## src/rtl/doubling_arena_allocator_unit_macros.svh

```systemverilog
// Assertion macros used by the arena allocator RTL.
// Each check is clocked on clk and ignored while arst_n is low.
`ifndef DOUBLING_ARENA_ALLOCATOR_UNIT_MACROS_SVH
`define DOUBLING_ARENA_ALLOCATOR_UNIT_MACROS_SVH

`ifndef SYNTHESIS

// The condition must hold at every clock edge.
`define DAAU_CHECK(label, cond) \
	label: assert property (@(posedge clk) disable iff (!arst_n) (cond)) \
		else $error("daau check failed");

// The consequent must hold in the cycle after the antecedent.
`define DAAU_CHECK_NEXT(label, ante, cons) \
	label: assert property (@(posedge clk) disable iff (!arst_n) (ante) |=> (cons)) \
		else $error("daau check failed");

`else

`define DAAU_CHECK(label, cond)
`define DAAU_CHECK_NEXT(label, ante, cons)

`endif

`endif

```

## src/rtl/daau_pkg.sv

```systemverilog
package daau_pkg;

	localparam int BASE_W    = 16;
	localparam int AMT_W     = 23;
	localparam int IDX_W     = 4;
	localparam int OUT_IDX_W = 3;
	localparam int OUT_CNT_W = 4;
	// A shrinking base_size can leave a fill above its buffer's size, after which the
	// fill keeps growing, so fills are held far wider than any buffer.
	localparam int FILL_W    = 64;

	typedef enum logic {
		FUNC_ALLOC = 1'b0,
		FUNC_FREE  = 1'b1
	} func_t;

	typedef struct packed {
		func_t            func;
		logic [AMT_W-1:0] amount;
	} req_t;

	typedef struct packed {
		logic                 granted;
		logic [OUT_IDX_W-1:0] buffer_index;
		logic [AMT_W-1:0]     offset;
		logic [OUT_CNT_W-1:0] buffers_open;
	} rsp_t;

	// Request token that walks down the row of buffer cells.
	typedef struct packed {
		logic             valid;
		logic [AMT_W-1:0] amount;
		logic             hit;
		logic [IDX_W-1:0] hit_idx;
		logic [AMT_W-1:0] offset;
		logic             new_hit;
		logic [IDX_W-1:0] new_idx;
	} tok_t;

	// Fill update broadcast to all cells.
	typedef struct packed {
		logic             valid;
		logic             clear;
		logic [IDX_W-1:0] index;
		logic [AMT_W-1:0] amount;
	} commit_t;

endpackage

```

## src/rtl/daau_cell.sv

```systemverilog
module daau_cell #(
	parameter int CELL_IDX = 0,
	parameter int SIZE_W   = 23
) (
	input  logic                           clk,
	input  logic                           arst_n,
	input  logic [daau_pkg::BASE_W-1:0]    base_size,
	input  logic                           is_open,
	input  daau_pkg::tok_t                 tok_in,
	output daau_pkg::tok_t                 tok_out,
	input  daau_pkg::commit_t              commit
);

	localparam int XW = (SIZE_W > daau_pkg::FILL_W) ? SIZE_W : daau_pkg::FILL_W;

	logic [daau_pkg::FILL_W-1:0] fill_q;
	logic [XW-1:0]     size_x;
	logic [XW-1:0]     fill_x;
	logic [XW-1:0]     amt_x;
	logic [XW-1:0]     free_x;
	logic              fits_size;
	logic              fits_open;
	logic              fits_new;
	daau_pkg::tok_t    tok_d;
	daau_pkg::tok_t    tok_q;

	assign size_x = XW'(base_size) << CELL_IDX;
	assign fill_x = XW'(fill_q);
	assign amt_x  = XW'(tok_in.amount);
	assign free_x = size_x - fill_x;

	// Sizes shrink going down the row, and a buffer is only a candidate when its
	// size covers the amount.
	assign fits_size = size_x >= amt_x;
	// A fill left above a shrunken size makes the free tail wrap to a huge value,
	// so such a buffer takes any amount that its size covers.
	assign fits_open = is_open && fits_size && ((fill_x > size_x) || (free_x >= amt_x));
	assign fits_new  = !is_open && fits_size;

	always_comb begin
		tok_d = tok_in;
		// The token moves from the newest buffer down, so the first hit is the newest fit.
		if (tok_in.valid && !tok_in.hit && fits_open) begin
			tok_d.hit     = 1'b1;
			tok_d.hit_idx = daau_pkg::IDX_W'(CELL_IDX);
			tok_d.offset  = fill_x[daau_pkg::AMT_W-1:0];
		end
		// Later cells are smaller, so the last closed fit seen is the lowest one.
		if (tok_in.valid && fits_new) begin
			tok_d.new_hit = 1'b1;
			tok_d.new_idx = daau_pkg::IDX_W'(CELL_IDX);
		end
	end

	always_ff @(posedge clk or negedge arst_n) begin
		if (!arst_n) begin
			tok_q  <= '0;
			fill_q <= '0;
		end else begin
			tok_q <= tok_d;
			if (commit.valid && commit.clear) begin
				fill_q <= '0;
			end else if (commit.valid && commit.index == daau_pkg::IDX_W'(CELL_IDX)) begin
				fill_q <= fill_q + daau_pkg::FILL_W'(commit.amount);
			end
		end
	end

	assign tok_out = tok_q;

endmodule

```

## src/rtl/doubling_arena_allocator_unit.sv

```systemverilog
// Bump allocator over NUM_BUFFERS buffers, buffer k holding base_size << k bytes.
// Each buffer is a cell in a row that keeps its own fill; an allocate sends a
// token from the newest buffer down to buffer 0, one cell per cycle, and the
// token gathers the newest open buffer with room and the lowest closed buffer
// large enough. An allocate walks its token along the row and then passes
// through ST_FIN; a free_all goes straight to ST_FIN. A new request is taken
// only in ST_IDLE, after the last one is through. A result waits in the output
// register while the next item is accepted. Writing base_size resizes all
// buffers at once and keeps their fills.
`include "doubling_arena_allocator_unit_macros.svh"

module doubling_arena_allocator_unit #(
	parameter int NUM_BUFFERS = 8
) (
	input  logic                        clk,
	input  logic                        arst_n,
	input  logic                        cfg_valid,
	output logic                        cfg_ready,
	input  logic [daau_pkg::BASE_W-1:0] cfg_data,
	input  logic                        req_valid,
	output logic                        req_ready,
	input  daau_pkg::req_t              req,
	output logic                        rsp_valid,
	input  logic                        rsp_ready,
	output daau_pkg::rsp_t              rsp
);

	localparam int SW    = daau_pkg::BASE_W + NUM_BUFFERS - 1;
	localparam int CNT_W = $clog2(NUM_BUFFERS + 1);
	localparam int CMP_W = daau_pkg::IDX_W + 1;

	typedef enum logic [1:0] {
		ST_IDLE,
		ST_SCAN,
		ST_FIN
	} state_t;

	state_t                      state_q;
	logic [daau_pkg::BASE_W-1:0] base_size_q;
	logic [CNT_W-1:0]            open_cnt_q;
	daau_pkg::tok_t              entry_q;
	daau_pkg::commit_t           commit_q;
	daau_pkg::rsp_t              res_q;
	daau_pkg::rsp_t              rsp_q;
	logic                        rsp_valid_q;
	daau_pkg::tok_t              chain [NUM_BUFFERS:0];
	logic [NUM_BUFFERS-1:0]      open_vec;
	daau_pkg::tok_t              done_tok;
	logic                        req_fire;
	logic                        alloc_ok;
	logic [CNT_W-1:0]            cnt_next;

	assign cfg_ready = 1'b1;
	assign req_ready = (state_q == ST_IDLE);
	assign req_fire  = req_valid && req_ready;
	assign rsp_valid = rsp_valid_q;
	assign rsp       = rsp_q;

	always_ff @(posedge clk or negedge arst_n) begin
		if (!arst_n) begin
			base_size_q <= daau_pkg::BASE_W'(1);
		end else if (cfg_valid && cfg_ready) begin
			base_size_q <= cfg_data;
		end
	end

	assign chain[NUM_BUFFERS] = entry_q;

	genvar k;
	generate
		for (k = 0; k < NUM_BUFFERS; k++) begin : g_cell
			assign open_vec[k] = open_cnt_q > CNT_W'(k);

			daau_cell #(
				.CELL_IDX (k),
				.SIZE_W   (SW)
			) u_cell (
				.clk       (clk),
				.arst_n    (arst_n),
				.base_size (base_size_q),
				.is_open   (open_vec[k]),
				.tok_in    (chain[k+1]),
				.tok_out   (chain[k]),
				.commit    (commit_q)
			);
		end
	endgenerate

	assign done_tok = chain[0];
	assign alloc_ok = done_tok.hit || done_tok.new_hit;

	always_comb begin
		if (done_tok.hit) begin
			cnt_next = open_cnt_q;
		end else if (done_tok.new_hit) begin
			cnt_next = CNT_W'(done_tok.new_idx) + CNT_W'(1);
		end else begin
			// Nothing fits: every buffer ends up open.
			cnt_next = CNT_W'(NUM_BUFFERS);
		end
	end

	always_ff @(posedge clk or negedge arst_n) begin
		if (!arst_n) begin
			state_q     <= ST_IDLE;
			open_cnt_q  <= '0;
			entry_q     <= '0;
			commit_q    <= '0;
			res_q       <= '0;
			rsp_q       <= '0;
			rsp_valid_q <= 1'b0;
		end else begin
			entry_q.valid  <= 1'b0;
			commit_q.valid <= 1'b0;
			if (rsp_valid_q && rsp_ready) begin
				rsp_valid_q <= 1'b0;
			end
			case (state_q)
				ST_IDLE: begin
					if (req_fire) begin
						if (req.func == daau_pkg::FUNC_FREE) begin
							commit_q.valid <= 1'b1;
							commit_q.clear <= 1'b1;
							open_cnt_q     <= '0;
							res_q          <= '0;
							state_q        <= ST_FIN;
						end else begin
							entry_q        <= '0;
							entry_q.valid  <= 1'b1;
							entry_q.amount <= req.amount;
							state_q        <= ST_SCAN;
						end
					end
				end
				ST_SCAN: begin
					if (done_tok.valid) begin
						commit_q.valid  <= alloc_ok;
						commit_q.clear  <= 1'b0;
						commit_q.index  <= done_tok.hit ? done_tok.hit_idx : done_tok.new_idx;
						commit_q.amount <= done_tok.amount;
						open_cnt_q      <= cnt_next;
						res_q.granted   <= alloc_ok;
						if (done_tok.hit) begin
							res_q.buffer_index <= done_tok.hit_idx[daau_pkg::OUT_IDX_W-1:0];
							res_q.offset       <= done_tok.offset;
						end else if (done_tok.new_hit) begin
							res_q.buffer_index <= done_tok.new_idx[daau_pkg::OUT_IDX_W-1:0];
							res_q.offset       <= '0;
						end else begin
							res_q.buffer_index <= '0;
							res_q.offset       <= '0;
						end
						res_q.buffers_open <= daau_pkg::OUT_CNT_W'(cnt_next);
						state_q            <= ST_FIN;
					end
				end
				ST_FIN: begin
					if (!rsp_valid_q || rsp_ready) begin
						rsp_q       <= res_q;
						rsp_valid_q <= 1'b1;
						state_q     <= ST_IDLE;
					end
				end
				default: begin
					state_q <= ST_IDLE;
				end
			endcase
		end
	end

	// A buffer with room must already be open.
	`DAAU_CHECK(a_hit_is_open, !(done_tok.valid && done_tok.hit) || (CMP_W'(done_tok.hit_idx) < CMP_W'(open_cnt_q)))
	// A buffer chosen for opening must still be closed.
	`DAAU_CHECK(a_new_is_closed, !(done_tok.valid && done_tok.new_hit) || (CMP_W'(done_tok.new_idx) >= CMP_W'(open_cnt_q)))
	// No request is taken while a token is on the row.
	`DAAU_CHECK(a_no_accept_in_scan, !(req_ready && (entry_q.valid || done_tok.valid)))
	// A free_all closes every buffer.
	`DAAU_CHECK_NEXT(a_free_closes, req_fire && (req.func == daau_pkg::FUNC_FREE), open_cnt_q == '0)

endmodule
```

## config.mk

```make
export PLATFORM = sky130hd
export DESIGN_NAME = doubling_arena_allocator_unit
export DESIGN_NICKNAME = d
export VERILOG_FILES = /design/src/rtl/daau_pkg.sv /design/src/rtl/daau_cell.sv /design/src/rtl/doubling_arena_allocator_unit.sv
export VERILOG_INCLUDE_DIRS = /design/src /design/src/rtl
export SDC_FILE = /design/constraint.sdc
export NUM_CORES = 2
export LEC_CHECK = 0
export BUFFER_PORTS_ARGS = -buffer_cell sky130_fd_sc_hd__buf_4
export CAP_MARGIN = 10
export CORE_MARGIN = 4
export CORE_UTILIZATION = 70
export CTS_CLUSTER_DIAMETER = 60
export DETAILED_ROUTE_END_ITERATION = 7
export GPL_TIMING_DRIVEN = 1
export HOLD_SLACK_MARGIN = 0.03
export PLACE_DENSITY = 0.93
export SLEW_MARGIN = 15
export SYNTH_ARGS = -nofsm -noshare
export SYNTH_HDL_FRONTEND = slang
export SYNTH_SLANG_ARGS = --single-unit
```

## constraint.sdc

```tcl
create_clock -name clk -period 14 [get_ports clk]
set_clock_uncertainty 0.1 [all_clocks]
set_input_delay 0.7 -clock clk [delete_from_list [all_inputs] [get_ports clk]]
set_output_delay 0.7 -clock clk [all_outputs]
set_load 0.005 [all_outputs]
```

==> flow_summary_export.csv <==
group,metric,value,unit
detailed_routing,drtAntennaViolNets,0,
clocking,cts_max_level,3,
logic_synthesis,yosysTopAreaCell,"dfrtp_1",
critical_path,cp-end-kind,"register",
critical_path,rrSetupSlack,7.86,ns
die,initial_core_util,70.79,%
critical_path,worst-path-stages,20,
logic_synthesis,yosysWarnings,0,
global_route,antenna_found_initial,0,
clocking,cts_sinks,1071,
detailed_routing,drt_iter0_markers,5447,
detailed_routing,wl_met2,89.43,mm
logic_synthesis,synth.most_common_cell,"dfrtp_1",
sta,hold_slack,0.1056,ns
sta,slew_headroom,7.001,%
clocking,path_clk_slew,0.06,ns
min_path,min_from,"req[12]",
place,portBuffers,77,
detailed_routing,drt-met1-wl,68.91,mm
detailed_routing,vias,55382,
critical_path,startpoint_type,"register",
min_path,worst_hold_path.endpoint,"chain[501]",
pwr,seq_power_share,34.9,%
detailed_routing,drt_wl_total,182.1,mm
logic_synthesis,async_reset_ff_share,100.0,%
clocking,cts_tree,"built",
pwr,comb_power_share,37.9,%
global_route,grt_pass1_vias,56050,
clocking,cts_made_buffers,114,
sta,post-route-period-util,43.88,%
critical_path,cp.arrival,6.64,ns
detailed_routing,first_pass_iters,6,
logic_synthesis,syn_avg_cell_area,9.666,sq um
logic_synthesis,ys_types,104,
die,dieArea,0.09980,sq mm
layout,final_nets,7610,
logic_synthesis,ys.flop_type,"dfrtp_1",
logic_synthesis,netlist.area_leader.share,40.34,%
place,gp_congestion,0.9880,
sta,rsz0062_at_grt,"no",
pwr,switchingPower,4.552,mW
clocking,root_buffer,"clkbuf_16",
run_status,status,"finished, final reports clean",
global_route,grt_util_all_layers,36.27,%
detailed_routing,drc_errors,0,
clocking,clk_path_buf_depth,3,
critical_path,cp_num_buf_inv,2,
layout,fin_util,77.09,%
sta,fmax,0.1628,GHz
critical_path,r2r-end,"g_cell[3].u_cell.tok_out[5]",
logic_synthesis,syn_nets,7552,
detailed_routing,dr_wl_met3,13.40,mm
critical_path,max_stage_delay,0.53,ns
job,drv_cap,0,
die,chipHeight,315.9,um
global_route,grt_pass1_wl,291.4,mm
detailed_routing,wire_per_inst,22.01,um
pwr,p_per_area,162.3,mW/mm^2
global_route,grt_max_degree,171,
critical_path,cp.required,14.50,ns
logic_synthesis,syn_area,0.06637,sq mm
pwr,intPower,7.174,mW
pwr,ir_worst_vdd,0.0001178,V
sta,period_needed,6.143,ns
clocking,insertion_delay,0.72,ns
die,core,0.09375,sq mm
pwr,clock_power_share,27.2,%
pwr,power,11.73,mW
logic_synthesis,ys_seq_area_share,40.38,%
sta,setup_viol,0,
critical_path,critPathKind,"reg2reg",
global_route,grt_overflow,0,
logic_synthesis,synth_area_leaders,"dfrtp_1 (40%), ha_1 (12%), xnor2_1 (4.1%)",
critical_path,slowest_stage,"dfrtp_1",
sta,tightest_slew,1.384,ns
pwr,p_sw_share,38.82,%
clocking,ctsResizeCount,0,
sta,timing.final.max_slew_violations,0,
critical_path,cp_max_fo,20,
detailed_routing,viasPerCell,6.693,
logic_synthesis,synthCells,6866,
min_path,worstHoldPathType,"in2reg",
layout,antenna_cells,0,
layout,syn_to_final_growth,8.895,%
sta,finalSetupTns,0,ns
layout,drive_gt1_share,9.699,%
critical_path,cpLargestDelayFamily,"simple AND/OR/NAND/NOR gates",
detailed_routing,top_layer_used,"met4",
logic_synthesis,ys_seq_elements,1071,
critical_path,path_cells,"buf_4, ha_1, or3_1, o22ai_1, nor3_1, nor4b_2, o21ai_1, a31oi_1, nor2b_1, o21ai_0, xor2_1, ha_1, nor4_1, nand4_1, nor4_1, o21ai_0, a211oi_1, a21boi_2, buf_4, mux2_2",
place,hpwl,130.9,mm
logic_synthesis,ys_top_cells_by_count,"dfrtp_1 (1070), ha_1 (631), nand2_1 (486)",
die,num_rows,112,
die,io_pins,79,
pwr,cellLeakagePower,34.50,nW
sta,hold_violations,0,
die,die_x,315.9,um
critical_path,rr_startpoint,"base_size_q[1]",
critical_path,r2r_cells,20,
logic_synthesis,synth_edf_count,0,
min_path,whs_path_depth,3,
-- area by class of cell --
class                   count  area (sq um)
fillers                  5874         21480
multi-input cells        5110         36990
well taps                1254          1569
flip-flops and latches   1071         26800
clock buffers             153          3293
inverters                 477          1790
repair buffers            150          1161
clock inverters            60         668.1
-- worst reg2reg max path, stage by stage (launching register included) --
cell and delay [ns]:
dfrtp_1 0.53, buf_4 0.28, ha_1 0.25, or3_1 0.42, o22ai_1 0.39, nor3_1 0.12, nor4b_2 0.53, o21ai_1 0.28
a31oi_1 0.32, nor2b_1 0.08, o21ai_0 0.24, xor2_1 0.11, ha_1 0.23, nor4_1 0.27, nand4_1 0.18, nor4_1 0.53
o21ai_0 0.19, a211oi_1 0.25, a21boi_2 0.15, buf_4 0.25, mux2_2 0.34
-- registers in the layout, indices dropped and copies added (netlist names) --
register,flops
res_q,27
chain,24
base_size_q,16
state_q,2
rsp_valid,1
commit_q,28
rsp,31
g_cell.u_cell.tok_out,426
g_cell.u_cell.fill_q,512
open_cnt_q,4
-- what timing repair did --
action,CTS,global route
endpoints found under the hold margin,89,0
hold buffers,1,0
buffers inserted,0,0
-- worst max path at each step --
stage	slack, ns	end	startpoint
global placement	8.09	g_cell[0].u_cell.tok_out[5]	base_size_q[0]
floorplan	8.92	g_cell[5].u_cell.tok_out[10]	base_size_q[1]
CTS	7.94	g_cell[0].u_cell.tok_out[10]	base_size_q[0]
finish	7.86	g_cell[3].u_cell.tok_out[5]	base_size_q[1]
detailed placement	8.00	g_cell[5].u_cell.tok_out[28]	base_size_q[1]
global route	7.53	g_cell[3].u_cell.tok_out[5]	base_size_q[0]
-- layer usage --
metal / global-route usage (%) / vias to the layer above
li1: - / 25054
met5: 0 / -
met3: 5.434 / 651
met4: 18.50 / 0
met1: 44.44 / 27119
met2: 62.63 / 2558
-- power by group through the flow --
stage	clock, mW	sequential (mW)	combinational (mW)
final	3.19	4.10	4.44
after floorplan	0	3.85	3.14
after global placement	0	4.09	4.06
after global routing	3.33	4.13	4.90
after CTS	3.20	4.06	4.36
after detailed placement	0	4.11	4.27
-- per-stage QoR --
| stage | worst slack [ns] | std cells | area [sq um] |
|---|---|---|---|
| floorplan | 8.916 | 6866 | 66370 |
| global placement | 8.092 | 8061 | 68290 |
| detailed placement | 7.999 | 8061 | 68290 |
| CTS | 7.942 | 8275 | 72260 |
| global route | 7.532 | 8275 | 72270 |
| finish | 7.857 | 8275 | 72270 |
-- cells in the final DEF (no fill, tap or decap), drive strengths merged, types with 75 or more instances in the layout --
cell / netlist / layout
a22o: 111 / 111
o21a: 80 / 80
a21oi: 444 / 444
or3: 87 / 87
nand4: 126 / 126
mux2: 229 / 229
dfrtp: 1070 / 1070
o21ai: 341 / 341
clkbuf: 168 / 153
nor3: 127 / 127
xor2: 134 / 134
buf: 40 / 149
nor2: 470 / 470
o31ai: 75 / 75
nand2b: 80 / 80
nor4: 127 / 127
nand3: 156 / 156
ha: 631 / 631
and3: 88 / 88
a21o: 209 / 209
inv: 477 / 486
xnor2: 311 / 311
nand2: 486 / 486
-- kinds of logic after synthesis --
group	count (synthesis)	synth area share (%)
muxes	265	4.530
buffers and inverters	685	4.025
and+or+nand+nor	2069	16.03
DFF	1071	40.38
AOI/OAI and AO/OA	1689	16.96
xor gates and xnor gates	445	5.873
adders and majority gates	641	12.20
other	1	0.005650
(Power assumes the default switching activity.)
